`src/rtl/core/tts_pkg.sv`:
```
// ============================================================================
// tts_pkg
// Shared types and character codes for the text terminal screen buffer.
// ============================================================================
`default_nettype none

package tts_pkg;

    typedef enum logic [1:0] {
        ST_CLEAR,
        ST_IDLE,
        ST_READ,
        ST_BLANK
    } tts_state_t;

    localparam logic [7:0] CH_BS    = 8'h08;
    localparam logic [7:0] CH_LF    = 8'h0A;
    localparam logic [7:0] CH_FF    = 8'h0C;
    localparam logic [7:0] CH_CR    = 8'h0D;
    localparam logic [7:0] CH_SPACE = 8'h20;
    localparam logic [7:0] CH_TILDE = 8'h7E;
    localparam logic [7:0] COL_MAX  = 8'hFF;

    localparam logic [6:0] CELL_BLANK = 7'h20;

endpackage : tts_pkg

`default_nettype wire

```
`src/rtl/core/text_terminal_screen_buffer.sv`:
```
// ============================================================================
// text_terminal_screen_buffer
// Character-cell terminal screen: cursor control, scrolling, cell readback.
//
//   channel | dir | handshake             | payload
//   cmd     | in  | cmd_valid / cmd_ready | kind, byte_in, read_row, read_col
//   rsp     | out | rsp_valid / rsp_ready | cell_char, cell_is_cursor,
//           |     |                       | cur_row, cur_col
//
// Byte words: the response is registered in the next cycle; line feed at the
// bottom row then blanks one row through the single cell write port. Form
// feed sweeps the whole screen. Read words: the registered cell memory read
// port gives the cell, then the response register takes it in ST_READ.
// After reset the same full-screen sweep runs before cmd_ready rises.
// A stalled response holds cmd_ready low until it is taken.
// ============================================================================
`default_nettype none

module text_terminal_screen_buffer
    import tts_pkg::*;
#(
    parameter int SCREEN_ROWS = 8,
    parameter int SCREEN_COLS = 32
) (
    input  wire logic       clk,
    input  wire logic       rst_n,

    input  wire logic       cmd_valid,
    output logic            cmd_ready,
    input  wire logic       kind,
    input  wire logic [7:0] byte_in,
    input  wire logic [2:0] read_row,
    input  wire logic [4:0] read_col,

    output logic            rsp_valid,
    input  wire logic       rsp_ready,
    output logic [6:0]      cell_char,
    output logic            cell_is_cursor,
    output logic [2:0]      cur_row,
    output logic [7:0]      cur_col
);

    localparam int RW     = (SCREEN_ROWS > 1) ? $clog2(SCREEN_ROWS) : 1;
    localparam int CW     = (SCREEN_COLS > 1) ? $clog2(SCREEN_COLS) : 1;
    localparam int MEM_AW = RW + CW;
    localparam int DEPTH  = 1 << MEM_AW;

    localparam logic [RW-1:0] ROW_LAST = RW'(SCREEN_ROWS - 1);
    localparam logic [CW-1:0] COL_LAST = CW'(SCREEN_COLS - 1);

    tts_state_t state_reg, state_next;

    logic [RW-1:0]     cur_row_reg, cur_row_next;
    logic [7:0]        cur_col_reg, cur_col_next;
    logic [RW-1:0]     top_reg, top_next;
    logic [RW-1:0]     sweep_row_reg, sweep_row_next;
    logic [CW-1:0]     sweep_col_reg, sweep_col_next;

    logic              rsp_valid_reg;
    logic [6:0]        cell_char_reg;
    logic              cell_is_cursor_reg;
    logic              rd_hit_reg;
    logic              rd_cur_reg;

    logic [6:0]        cell_mem [DEPTH];
    logic [6:0]        rd_data_reg;
    logic              wr_en;
    logic [MEM_AW-1:0] wr_addr;
    logic [6:0]        wr_data;
    logic [MEM_AW-1:0] rd_addr;

    logic              accept;
    logic              rd_hit;
    logic              rd_cur;
    logic              printable;
    logic              col_on_screen;
    logic              scroll;

    function automatic logic [RW-1:0] phys_row(input logic [RW-1:0] top,
                                               input logic [RW-1:0] row);
        logic [RW:0] sum;
        sum = {1'b0, top} + {1'b0, row};
        if (sum >= (RW+1)'(SCREEN_ROWS))
            sum = sum - (RW+1)'(SCREEN_ROWS);
        return sum[RW-1:0];
    endfunction

    assign accept        = cmd_valid && cmd_ready;
    assign printable     = (byte_in >= CH_SPACE) && (byte_in <= CH_TILDE);
    assign col_on_screen = 32'(cur_col_reg) < SCREEN_COLS;
    assign scroll        = (byte_in == CH_LF) && (cur_row_reg == ROW_LAST);
    assign rd_hit        = (32'(read_row) < SCREEN_ROWS) && (32'(read_col) < SCREEN_COLS);
    assign rd_cur        = rd_hit && (32'(read_row) == 32'(cur_row_reg))
                           && (32'(read_col) == 32'(cur_col_reg));
    assign rd_addr       = {phys_row(top_reg, RW'(read_row)), CW'(read_col)};

    // next state
    always_comb
    begin
        state_next = state_reg;
        case (state_reg)
            ST_CLEAR:
            begin
                if (sweep_col_reg == COL_LAST && sweep_row_reg == ROW_LAST)
                    state_next = ST_IDLE;
            end
            ST_IDLE:
            begin
                if (accept)
                begin
                    if (kind)
                        state_next = ST_READ;
                    else if (byte_in == CH_FF)
                        state_next = ST_CLEAR;
                    else if (scroll)
                        state_next = ST_BLANK;
                end
            end
            ST_READ:
                state_next = ST_IDLE;
            ST_BLANK:
            begin
                if (sweep_col_reg == COL_LAST)
                    state_next = ST_IDLE;
            end
            default:
                state_next = ST_IDLE;
        endcase
    end

    // outputs and memory write port
    always_comb
    begin
        cmd_ready = (state_reg == ST_IDLE) && (!rsp_valid_reg || rsp_ready);
        wr_en     = 1'b0;
        wr_addr   = {sweep_row_reg, sweep_col_reg};
        wr_data   = CELL_BLANK;
        case (state_reg)
            ST_CLEAR, ST_BLANK:
                wr_en = 1'b1;
            ST_IDLE:
            begin
                if (accept && !kind && printable && col_on_screen)
                begin
                    wr_en   = 1'b1;
                    wr_addr = {phys_row(top_reg, cur_row_reg), CW'(cur_col_reg)};
                    wr_data = byte_in[6:0];
                end
            end
            default:
                wr_en = 1'b0;
        endcase
    end

    // cursor, scroll offset and sweep counters
    always_comb
    begin
        cur_row_next   = cur_row_reg;
        cur_col_next   = cur_col_reg;
        top_next       = top_reg;
        sweep_row_next = sweep_row_reg;
        sweep_col_next = sweep_col_reg;
        case (state_reg)
            ST_CLEAR:
            begin
                if (sweep_col_reg == COL_LAST)
                begin
                    sweep_col_next = '0;
                    sweep_row_next = (sweep_row_reg == ROW_LAST) ? '0 : sweep_row_reg + 1'b1;
                end
                else
                    sweep_col_next = sweep_col_reg + 1'b1;
            end
            ST_BLANK:
                sweep_col_next = (sweep_col_reg == COL_LAST) ? '0 : sweep_col_reg + 1'b1;
            ST_IDLE:
            begin
                if (accept && !kind)
                begin
                    if (byte_in == CH_CR)
                        cur_col_next = '0;
                    else if (byte_in == CH_LF)
                    begin
                        cur_col_next = '0;
                        if (scroll)
                        begin
                            sweep_row_next = top_reg;
                            sweep_col_next = '0;
                            top_next = (top_reg == ROW_LAST) ? '0 : top_reg + 1'b1;
                        end
                        else
                            cur_row_next = cur_row_reg + 1'b1;
                    end
                    else if (byte_in == CH_BS)
                    begin
                        if (cur_col_reg != '0)
                            cur_col_next = cur_col_reg - 1'b1;
                    end
                    else if (byte_in == CH_FF)
                    begin
                        cur_row_next   = '0;
                        cur_col_next   = '0;
                        top_next       = '0;
                        sweep_row_next = '0;
                        sweep_col_next = '0;
                    end
                    else if (printable && cur_col_reg != COL_MAX)
                        cur_col_next = cur_col_reg + 1'b1;
                end
            end
            default:
                sweep_col_next = sweep_col_reg;
        endcase
    end

    always_ff @(posedge clk or negedge rst_n)
    begin
        if (!rst_n)
        begin
            state_reg     <= ST_CLEAR;
            cur_row_reg   <= '0;
            cur_col_reg   <= '0;
            top_reg       <= '0;
            sweep_row_reg <= '0;
            sweep_col_reg <= '0;
            rsp_valid_reg <= 1'b0;
        end
        else
        begin
            state_reg     <= state_next;
            cur_row_reg   <= cur_row_next;
            cur_col_reg   <= cur_col_next;
            top_reg       <= top_next;
            sweep_row_reg <= sweep_row_next;
            sweep_col_reg <= sweep_col_next;
            if (rsp_valid_reg && rsp_ready)
                rsp_valid_reg <= 1'b0;
            if ((accept && !kind) || state_reg == ST_READ)
                rsp_valid_reg <= 1'b1;
        end
    end

    always_ff @(posedge clk)
    begin
        if (accept)
        begin
            rd_hit_reg <= rd_hit;
            rd_cur_reg <= rd_cur;
            if (!kind)
            begin
                cell_char_reg      <= '0;
                cell_is_cursor_reg <= 1'b0;
            end
        end
        if (state_reg == ST_READ)
        begin
            cell_char_reg      <= rd_hit_reg ? rd_data_reg : '0;
            cell_is_cursor_reg <= rd_cur_reg;
        end
    end

    always_ff @(posedge clk)
    begin
        if (wr_en)
            cell_mem[wr_addr] <= wr_data;
        rd_data_reg <= cell_mem[rd_addr];
    end

    assign rsp_valid      = rsp_valid_reg;
    assign cell_char      = cell_char_reg;
    assign cell_is_cursor = cell_is_cursor_reg;
    assign cur_row        = 3'(cur_row_reg);
    assign cur_col        = cur_col_reg;

    a_byte_rsp: assert property (@(posedge clk) disable iff (!rst_n)
        (accept && !kind) |=> rsp_valid_reg)
        else $error("byte word without response");

    a_read_rsp: assert property (@(posedge clk) disable iff (!rst_n)
        (accept && kind) |=> ##1 rsp_valid_reg)
        else $error("read word without response");

    a_ff_home: assert property (@(posedge clk) disable iff (!rst_n)
        (accept && !kind && byte_in == CH_FF) |=>
            (cur_row_reg == '0 && cur_col_reg == '0 && state_reg == ST_CLEAR))
        else $error("form feed did not home and clear");

    a_rows_bound: assert property (@(posedge clk) disable iff (!rst_n)
        (32'(top_reg) < SCREEN_ROWS) && (32'(cur_row_reg) < SCREEN_ROWS))
        else $error("row register out of range");

endmodule : text_terminal_screen_buffer

`default_nettype wire

```
`config.mk`:
```
export PLATFORM = sky130hd
export DESIGN_NAME = text_terminal_screen_buffer
export DESIGN_NICKNAME = d
export VERILOG_FILES = /design/src/rtl/core/tts_pkg.sv /design/src/rtl/core/text_terminal_screen_buffer.sv
export SDC_FILE = /design/constraint.sdc
export NUM_CORES = 2
export LEC_CHECK = 0
export BUFFER_PORTS_ARGS = -buffer_cell sky130_fd_sc_hd__buf_4
export CORE_MARGIN = 10
export CORE_UTILIZATION = 25
export DETAILED_ROUTE_END_ITERATION = 12
export HOLD_SLACK_MARGIN = 0.12
export PLACE_DENSITY_LB_ADDON = 0.2
export SLEW_MARGIN = 10
export SYNTH_ARGS = -nofsm -noshare
export SYNTH_HDL_FRONTEND = slang
export SYNTH_SLANG_ARGS = --single-unit
```
`constraint.sdc`:
```
create_clock -name clk -period 12.3 [get_ports clk]
set_clock_uncertainty 0.2 [all_clocks]
set_input_delay 1.23 -clock clk [delete_from_list [all_inputs] [get_ports clk]]
set_output_delay 1.23 -clock clk [all_outputs]
set_load 0.01 [all_outputs]
```
---- Word level (Yosys, flattened, before mapping) ----
Memory sizes are Yosys's and may differ from the RTL's. A register that Yosys moved wholly into a read port is not among the register bits.
Index checks and enable logic that the tools add are counted.
word-level totals
  output and inout bits ................... 21
  memories kept ........................... 1
  RAM bits ................................ 1792
  register bits after elaboration ......... 34
memories
  memory    depth  width  read ports  clocked after memory_dff  wr ports  RTL line                           text
  cell_mem  256    7      1           1                         1         text_terminal_screen_buffer.sv:65  logic [6:0] cell_mem [DEPTH];
operators by class
  add/subtract/negate cells ............... 10
  bitwise logic cells ..................... 1
  mux-type cells .......................... 53
  magnitude comparators ................... 5
  equality and inequality tests ........... 29
  reductions and logical operators ........ 31
operator list
  operator                                                               number
  8-bit two-way mux                                                      8
  3-bit two-way mux                                                      15
  5-bit two-way mux                                                      7
  7-bit two-way mux                                                      5
  8-bit by 4-bit equality test with 1-bit output, second input constant  4
  6-bit AND reduction                                                    3
  2-bit inequality test, second input constant                           8
  2-bit two-way mux                                                      6
  1-bit logical AND                                                      11
  5-bit case mux with 2 select lines                                     1
  2-bit nonzero test                                                     5
  3-bit by 1-bit adder with 3-bit output, second input constant          3
  3-bit equality test, second input constant                             3
  3-bit inequality test, second input constant                           3
  3-bit by 3-bit adder with 4-bit output                                 2
  8-bit by 1-bit adder with 8-bit output, second input constant          1
  5-bit by 8-bit equality test with 1-bit output                         1
  4-bit >= comparator, second input constant                             2
  8-bit by 6-bit >= comparator with 1-bit output, second input constant  1
  8-bit by 7-bit <= comparator with 1-bit output, second input constant  1
  8-bit by 6-bit < comparator with 1-bit output, second input constant   1
  1-bit two-way mux                                                      8
  8-bit inequality test, second input constant                           1
  2-bit case mux with 4 select lines                                     1
  other kinds (22)                                                       28

---- Logic depth before layout (Yosys ltp) ----
  word-level depth ........................ 11
  gate-level depth with buffers ........... 11
  mapped depth without buffers ............ 9

---- Least setup slack after synthesis ----
No wires, ideal clock.
  path kind ............................... input to register
  start ................................... in rsp_ready
  end ..................................... mem cell_mem[0][2] (data pin)
  library setup time ...................... 1.389 ns
  stages .................................. 5
  data arrival time ....................... 8.033 ns
  path buffers ............................ 1
  slack ................................... 2.678 ns
  path through ............................ nand2b_1 > nand4_1 > or3_1 > buf_4 > nor2_1
on the way
  word-level cells in the longest chain between the ends .. 8
RTL lines
  element                          RTL line                            text
  start: declaration               text_terminal_screen_buffer.sv:36   input wire logic rsp_ready,
  1-bit logical OR                 text_terminal_screen_buffer.sv:134  cmd_ready = (state_reg == ST_IDLE) && (!rsp_valid_reg || rsp_ready);
  1-bit logical AND                text_terminal_screen_buffer.sv:134
  1-bit logical AND                text_terminal_screen_buffer.sv:88   assign accept = cmd_valid && cmd_ready;
  1-bit logical AND (3 in series)  text_terminal_screen_buffer.sv:143  if (accept && !kind && printable && col_on_screen)
  7-bit two-way mux                text_terminal_screen_buffer.sv:143
  7-bit two-way mux                text_terminal_screen_buffer.sv:138  case (state_reg)
  named net wr_data[2]             text_terminal_screen_buffer.sv:69   logic [6:0] wr_data;
  end: declaration                 text_terminal_screen_buffer.sv:65
The timed path passes the listed nets, and every way through them passes these cells.

---- Worst setup path after layout ----
  start ................................... reg state_reg[1]
  end ..................................... mem cell_mem[59][6], enable pin
on the way
  word-level cells in the longest chain between the ends .. 10
RTL lines
  element                                         RTL line                                                                text
  start: declaration                              text_terminal_screen_buffer.sv:51                                       tts_state_t state_reg, state_next;
  start signal: assignment                        text_terminal_screen_buffer.sv:230                                      state_reg <= state_next;
  2-bit by 1-bit equality test with 1-bit output  text_terminal_screen_buffer.sv:134, text_terminal_screen_buffer.sv:138
  1-bit logical AND                               text_terminal_screen_buffer.sv:134
  1-bit logical AND                               text_terminal_screen_buffer.sv:88
  1-bit logical AND (3 in series)                 text_terminal_screen_buffer.sv:143
  1-bit two-way mux                               text_terminal_screen_buffer.sv:143
  1-bit case mux with 2 select lines              text_terminal_screen_buffer.sv:138
  1-bit two-way mux                               text_terminal_screen_buffer.sv:264                                      if (wr_en)
  1-bit two-way mux (not written as such)         text_terminal_screen_buffer.sv:265                                      cell_mem[wr_addr] <= wr_data;
Parallel ways exist; a longest one is shown, timed or not.

==> impl_metrics.toml <==
[floorplan]
starting_utilization_of_the_core_area = 0.252
die_height_um = 559
core_area_um2 = 288000
rows = 197
die_width_um = 559
ios = 42
design.die.area_um2 = 312000

[sta]
worst_slack_ps = 6240
setup_viols_final = 0
min_period_over_period = 0.493
endpoints_failing_hold = 0
max_slew_violation_total_from_the_final_report = 0
rsz0062_at_grt = "no"
timing.final.crit_period_ps = 6060
clock.fmax_mhz = 165
max_slew_margin = 0.169
worstMarginPinSlew_ps = 1250
setup_tns_ps = 0

[placed_design]
place_congestion = 0.775
io_buffers = 41
pre_cts_setup_slack_ps = 5970
dpl_cell_area_um2 = 77200
place.detailed.hpwl_um = 127000

[clock_tree]
ctsRootBufferMaster = "clkbuf_16"
cts-buffers-inserted = 195
clock_tree.buffer_depth = 3
post-cts-setup-buffer-count = 0
path_clk_slew_ps = 60
clock_insertion_delay_worst_skew_ps = 830
cts_tree = "yes"
h-tree-depth = 4
tritoncts_num_sinks = 1833

[global_route]
grt_max_degree = 163
grt_first_pass_wirelength_um = 301000
antenna_found_initial = 12
groute.layer.met1.usage = 0.187
gr-usage-all-layers = 0.133
global_route.usage.met3 = 0.0217
grt_overflow = 0
grt_pass1_vias = 37403
busiest_layer = "met2"
grt_util_met2 = 0.213

[synthesis]
synth.cell_area_um2 = 72600
syn_inst = 3602
ys_types = 71
ys.warnings.count = 0
synthesis.area_per_instance_um2 = 20.1
synth_top_area_cell = "edfxtp_1"
synth_enable_flop_cells = 1801
share_of_the_synthesized_area_in_the_top_cell_type = 0.745
synth.top_cells.by_area = "edfxtp_1 (75%), mux4_2 (12%), mux2i_1 (1.9%)"
postSynthRegisterBits = 1833
yosysSeqAreaShare = 0.756
synth_flop_cell = "edfxtp_1"
postSynth.asyncResetShare = 0.0136
synthesis.nets = 3642

[power]
pwr-share-seq = 0.493
totalPowerFinal_w = 0.0141
combPwrFrac = 0.080
switching_power_of_the_nets_w = 0.00333
clock_power_share = 0.427
power_report.internal_total_w = 0.0108
power_leakage_nw = 26.4
cellPowerDensity_nw_per_um2 = 168
worst_ir_drop_vdd_uv = 150
power.share.switching = 0.236

[drt]
drt_iter0_markers = 3264
wirelength_um = 211000
detail_route.vias_per_cell = 4.67
via_count = 35798
detailed_route_drc_error_count = 0
drt.antenna.violating_nets = 0
avgRoutedWirePerCell_um = 27.5
drt_first_pass_iters = 5

[final_layout]
drive_gt1_frac = 0.227
largest_reg_flops = 1792
synthToLayoutAreaGrowth_pct = 15.3
finalInstanceArea_um2 = 83700
nFillCells = 28277
nets = 3754

[critical_path]
cpPeakStageDelay_ps = 1000
r2r_setup_slack_ps = 6240
cpLargestDelayFamily = "simple AND/OR/NAND/NOR gates"
timing.setup.critical_path_class = "reg -> reg"
timing.critical_path.fanout_max = 21
critPathBufInv = 2
critPathRequiredTime_ps = 12540
r2r.worst_path.cells = 8
cp_slowest_cell = "mux2i_1"
path_cells = "inv_1 > ha_1 > nand4_1 > nor3_2 > buf_4 > mux2i_1 > nand3_1 > nor2_1"
start_kind = "flip-flop"
cp-end-kind = "flip-flop"
crit_arrival_ps = 6310
worst-path-stages = 8

[flow_run]
maxCapViolations = 0

[run_status]
run_status = "finished, final reports clean"

[worst_hold_path]
min_path_cells = 2
worstHoldPathType = "reg -> reg"
[placed cells by master, fill, tap and decap left out, types with 32 or more instances in the layout]
| master | count |
|---|---|
| edfxtp_1 | 1801 |
| mux4_2 | 395 |
| nor2_1 | 293 |
| clkbuf_16 | 200 |
| mux2i_1 | 135 |
| buf_4 | 112 |
| a22oi_1 | 86 |
| nand2_1 | 78 |
| a21oi_1 | 66 |
| o21ai_0 | 48 |
| clkinv_1 | 44 |
| clkbuf_1 | 41 |
| o221ai_1 | 32 |
| nand3_1 | 32 |
[power by group through the flow]
stage          Sequential (W)  Combinational (W)  Clock (W)
2_1_floorplan         0.00707           0.000654          0
3_3_place_gp          0.00708            0.00114          0
3_5_place_dp          0.00708            0.00114          0
4_1_cts               0.00695            0.00114    0.00615
5_1_grt               0.00696            0.00120    0.00642
6_report              0.00695            0.00112    0.00602
[cells in the mapped netlist (7+ instances only)]
cell type / number
ha_1: 17
o221a_2: 7
nor4_1: 13
a221oi_1: 24
nor2_1: 295
a31oi_1: 12
edfxtp_1: 1801
o22ai_1: 28
nand3_2: 10
dfxtp_1: 7
xnor2_1: 7
and2_1: 17
nor3_1: 34
nand2_1: 78
inv_1: 16
buf_6: 35
a22oi_1: 86
a22o_1: 25
o31ai_1: 20
buf_1: 11
nand2b_1: 24
mux2i_1: 137
a211oi_1: 8
dfrtp_1: 25
mux2_2: 28
o21ai_0: 48
o221ai_1: 32
buf_4: 28
buf_2: 72
clkbuf_1: 59
nor2b_1: 18
a21oi_1: 66
mux4_2: 395
nand3_1: 38
[final timing paths]
kind | from | to
setup / recovery | state_reg[1]$_DFFE_PN0P_ | cell_mem[59][6]$_DFFE_PP_
hold / removal | rsp_valid$_DFFE_PN0P_ | rsp_valid$_DFFE_PN0P_
setup reg to reg | state_reg[1]$_DFFE_PN0P_ | cell_mem[59][6]$_DFFE_PP_
hold reg to reg | rsp_valid$_DFFE_PN0P_ | rsp_valid$_DFFE_PN0P_
max in group asynchronous | rst_n | sweep_col_reg[1]$_DFFE_PN0P_
min in group asynchronous | rst_n | cur_col[6]$_DFFE_PN0P_
[per-stage QoR]
stage	hold WS, ps	cells	utilization
4_1_cts	393	7655	0.290
3_5_place_dp	374	7297	0.268
2_1_floorplan	288	3602	-
6_report	369	7659	0.290
3_3_place_gp	361	7295	0.268
5_1_grt	439	7656	0.290
[cell type report]
cell class | instances | area [um2] | area share
repair buffers | 123 | 1030 | 0.0123
diodes | 4 | 10.0 | 0.000120
multi-input cells | 1544 | 16500 | 0.197
inverters | 17 | 66.3 | 0.000793
clock inverters | 116 | 1310 | 0.0156
well taps | 3781 | 4730 | 0.0565
flip-flops and latches | 1833 | 54800 | 0.656
clock buffers | 241 | 5160 | 0.0617
[routing by layer]
layer	routed length, um	up-vias	share of wire
li1	-	15159	-
met1	95500	19346	0.45
met2	100000	1011	0.47
met3	10200	278	0.048
met4	5260	4	0.025
met5	34	-	0.00016
[what timing repair did]
| item | in CTS | in global routing |
|---|---|---|
| setup endpoints to repair | 0 | 0 |
| hold buffers | 1 | 0 |
| endpoints found under the hold margin | 25 | 0 |
| gates resized for setup | 0 | 0 |
[kinds of logic after synthesis]
kind of cell               synth area share
DFF                                   0.756
muxes                                 0.147
and+or+nand+nor                      0.0353
AOI/OAI and AO/OA                    0.0377
buffers and inverters                0.0184
adders and majority gates           0.00348
xor gates and xnor gates            0.00188
[worst reg2reg max path: stages (launching register included)]
cell	delay, ps
dfrtp_1	400
inv_1	110
ha_1	630
nand4_1	420
nor3_2	660
buf_4	400
mux2i_1	1010
nand3_1	950
nor2_1	910
(Power assumes the default switching activity.)
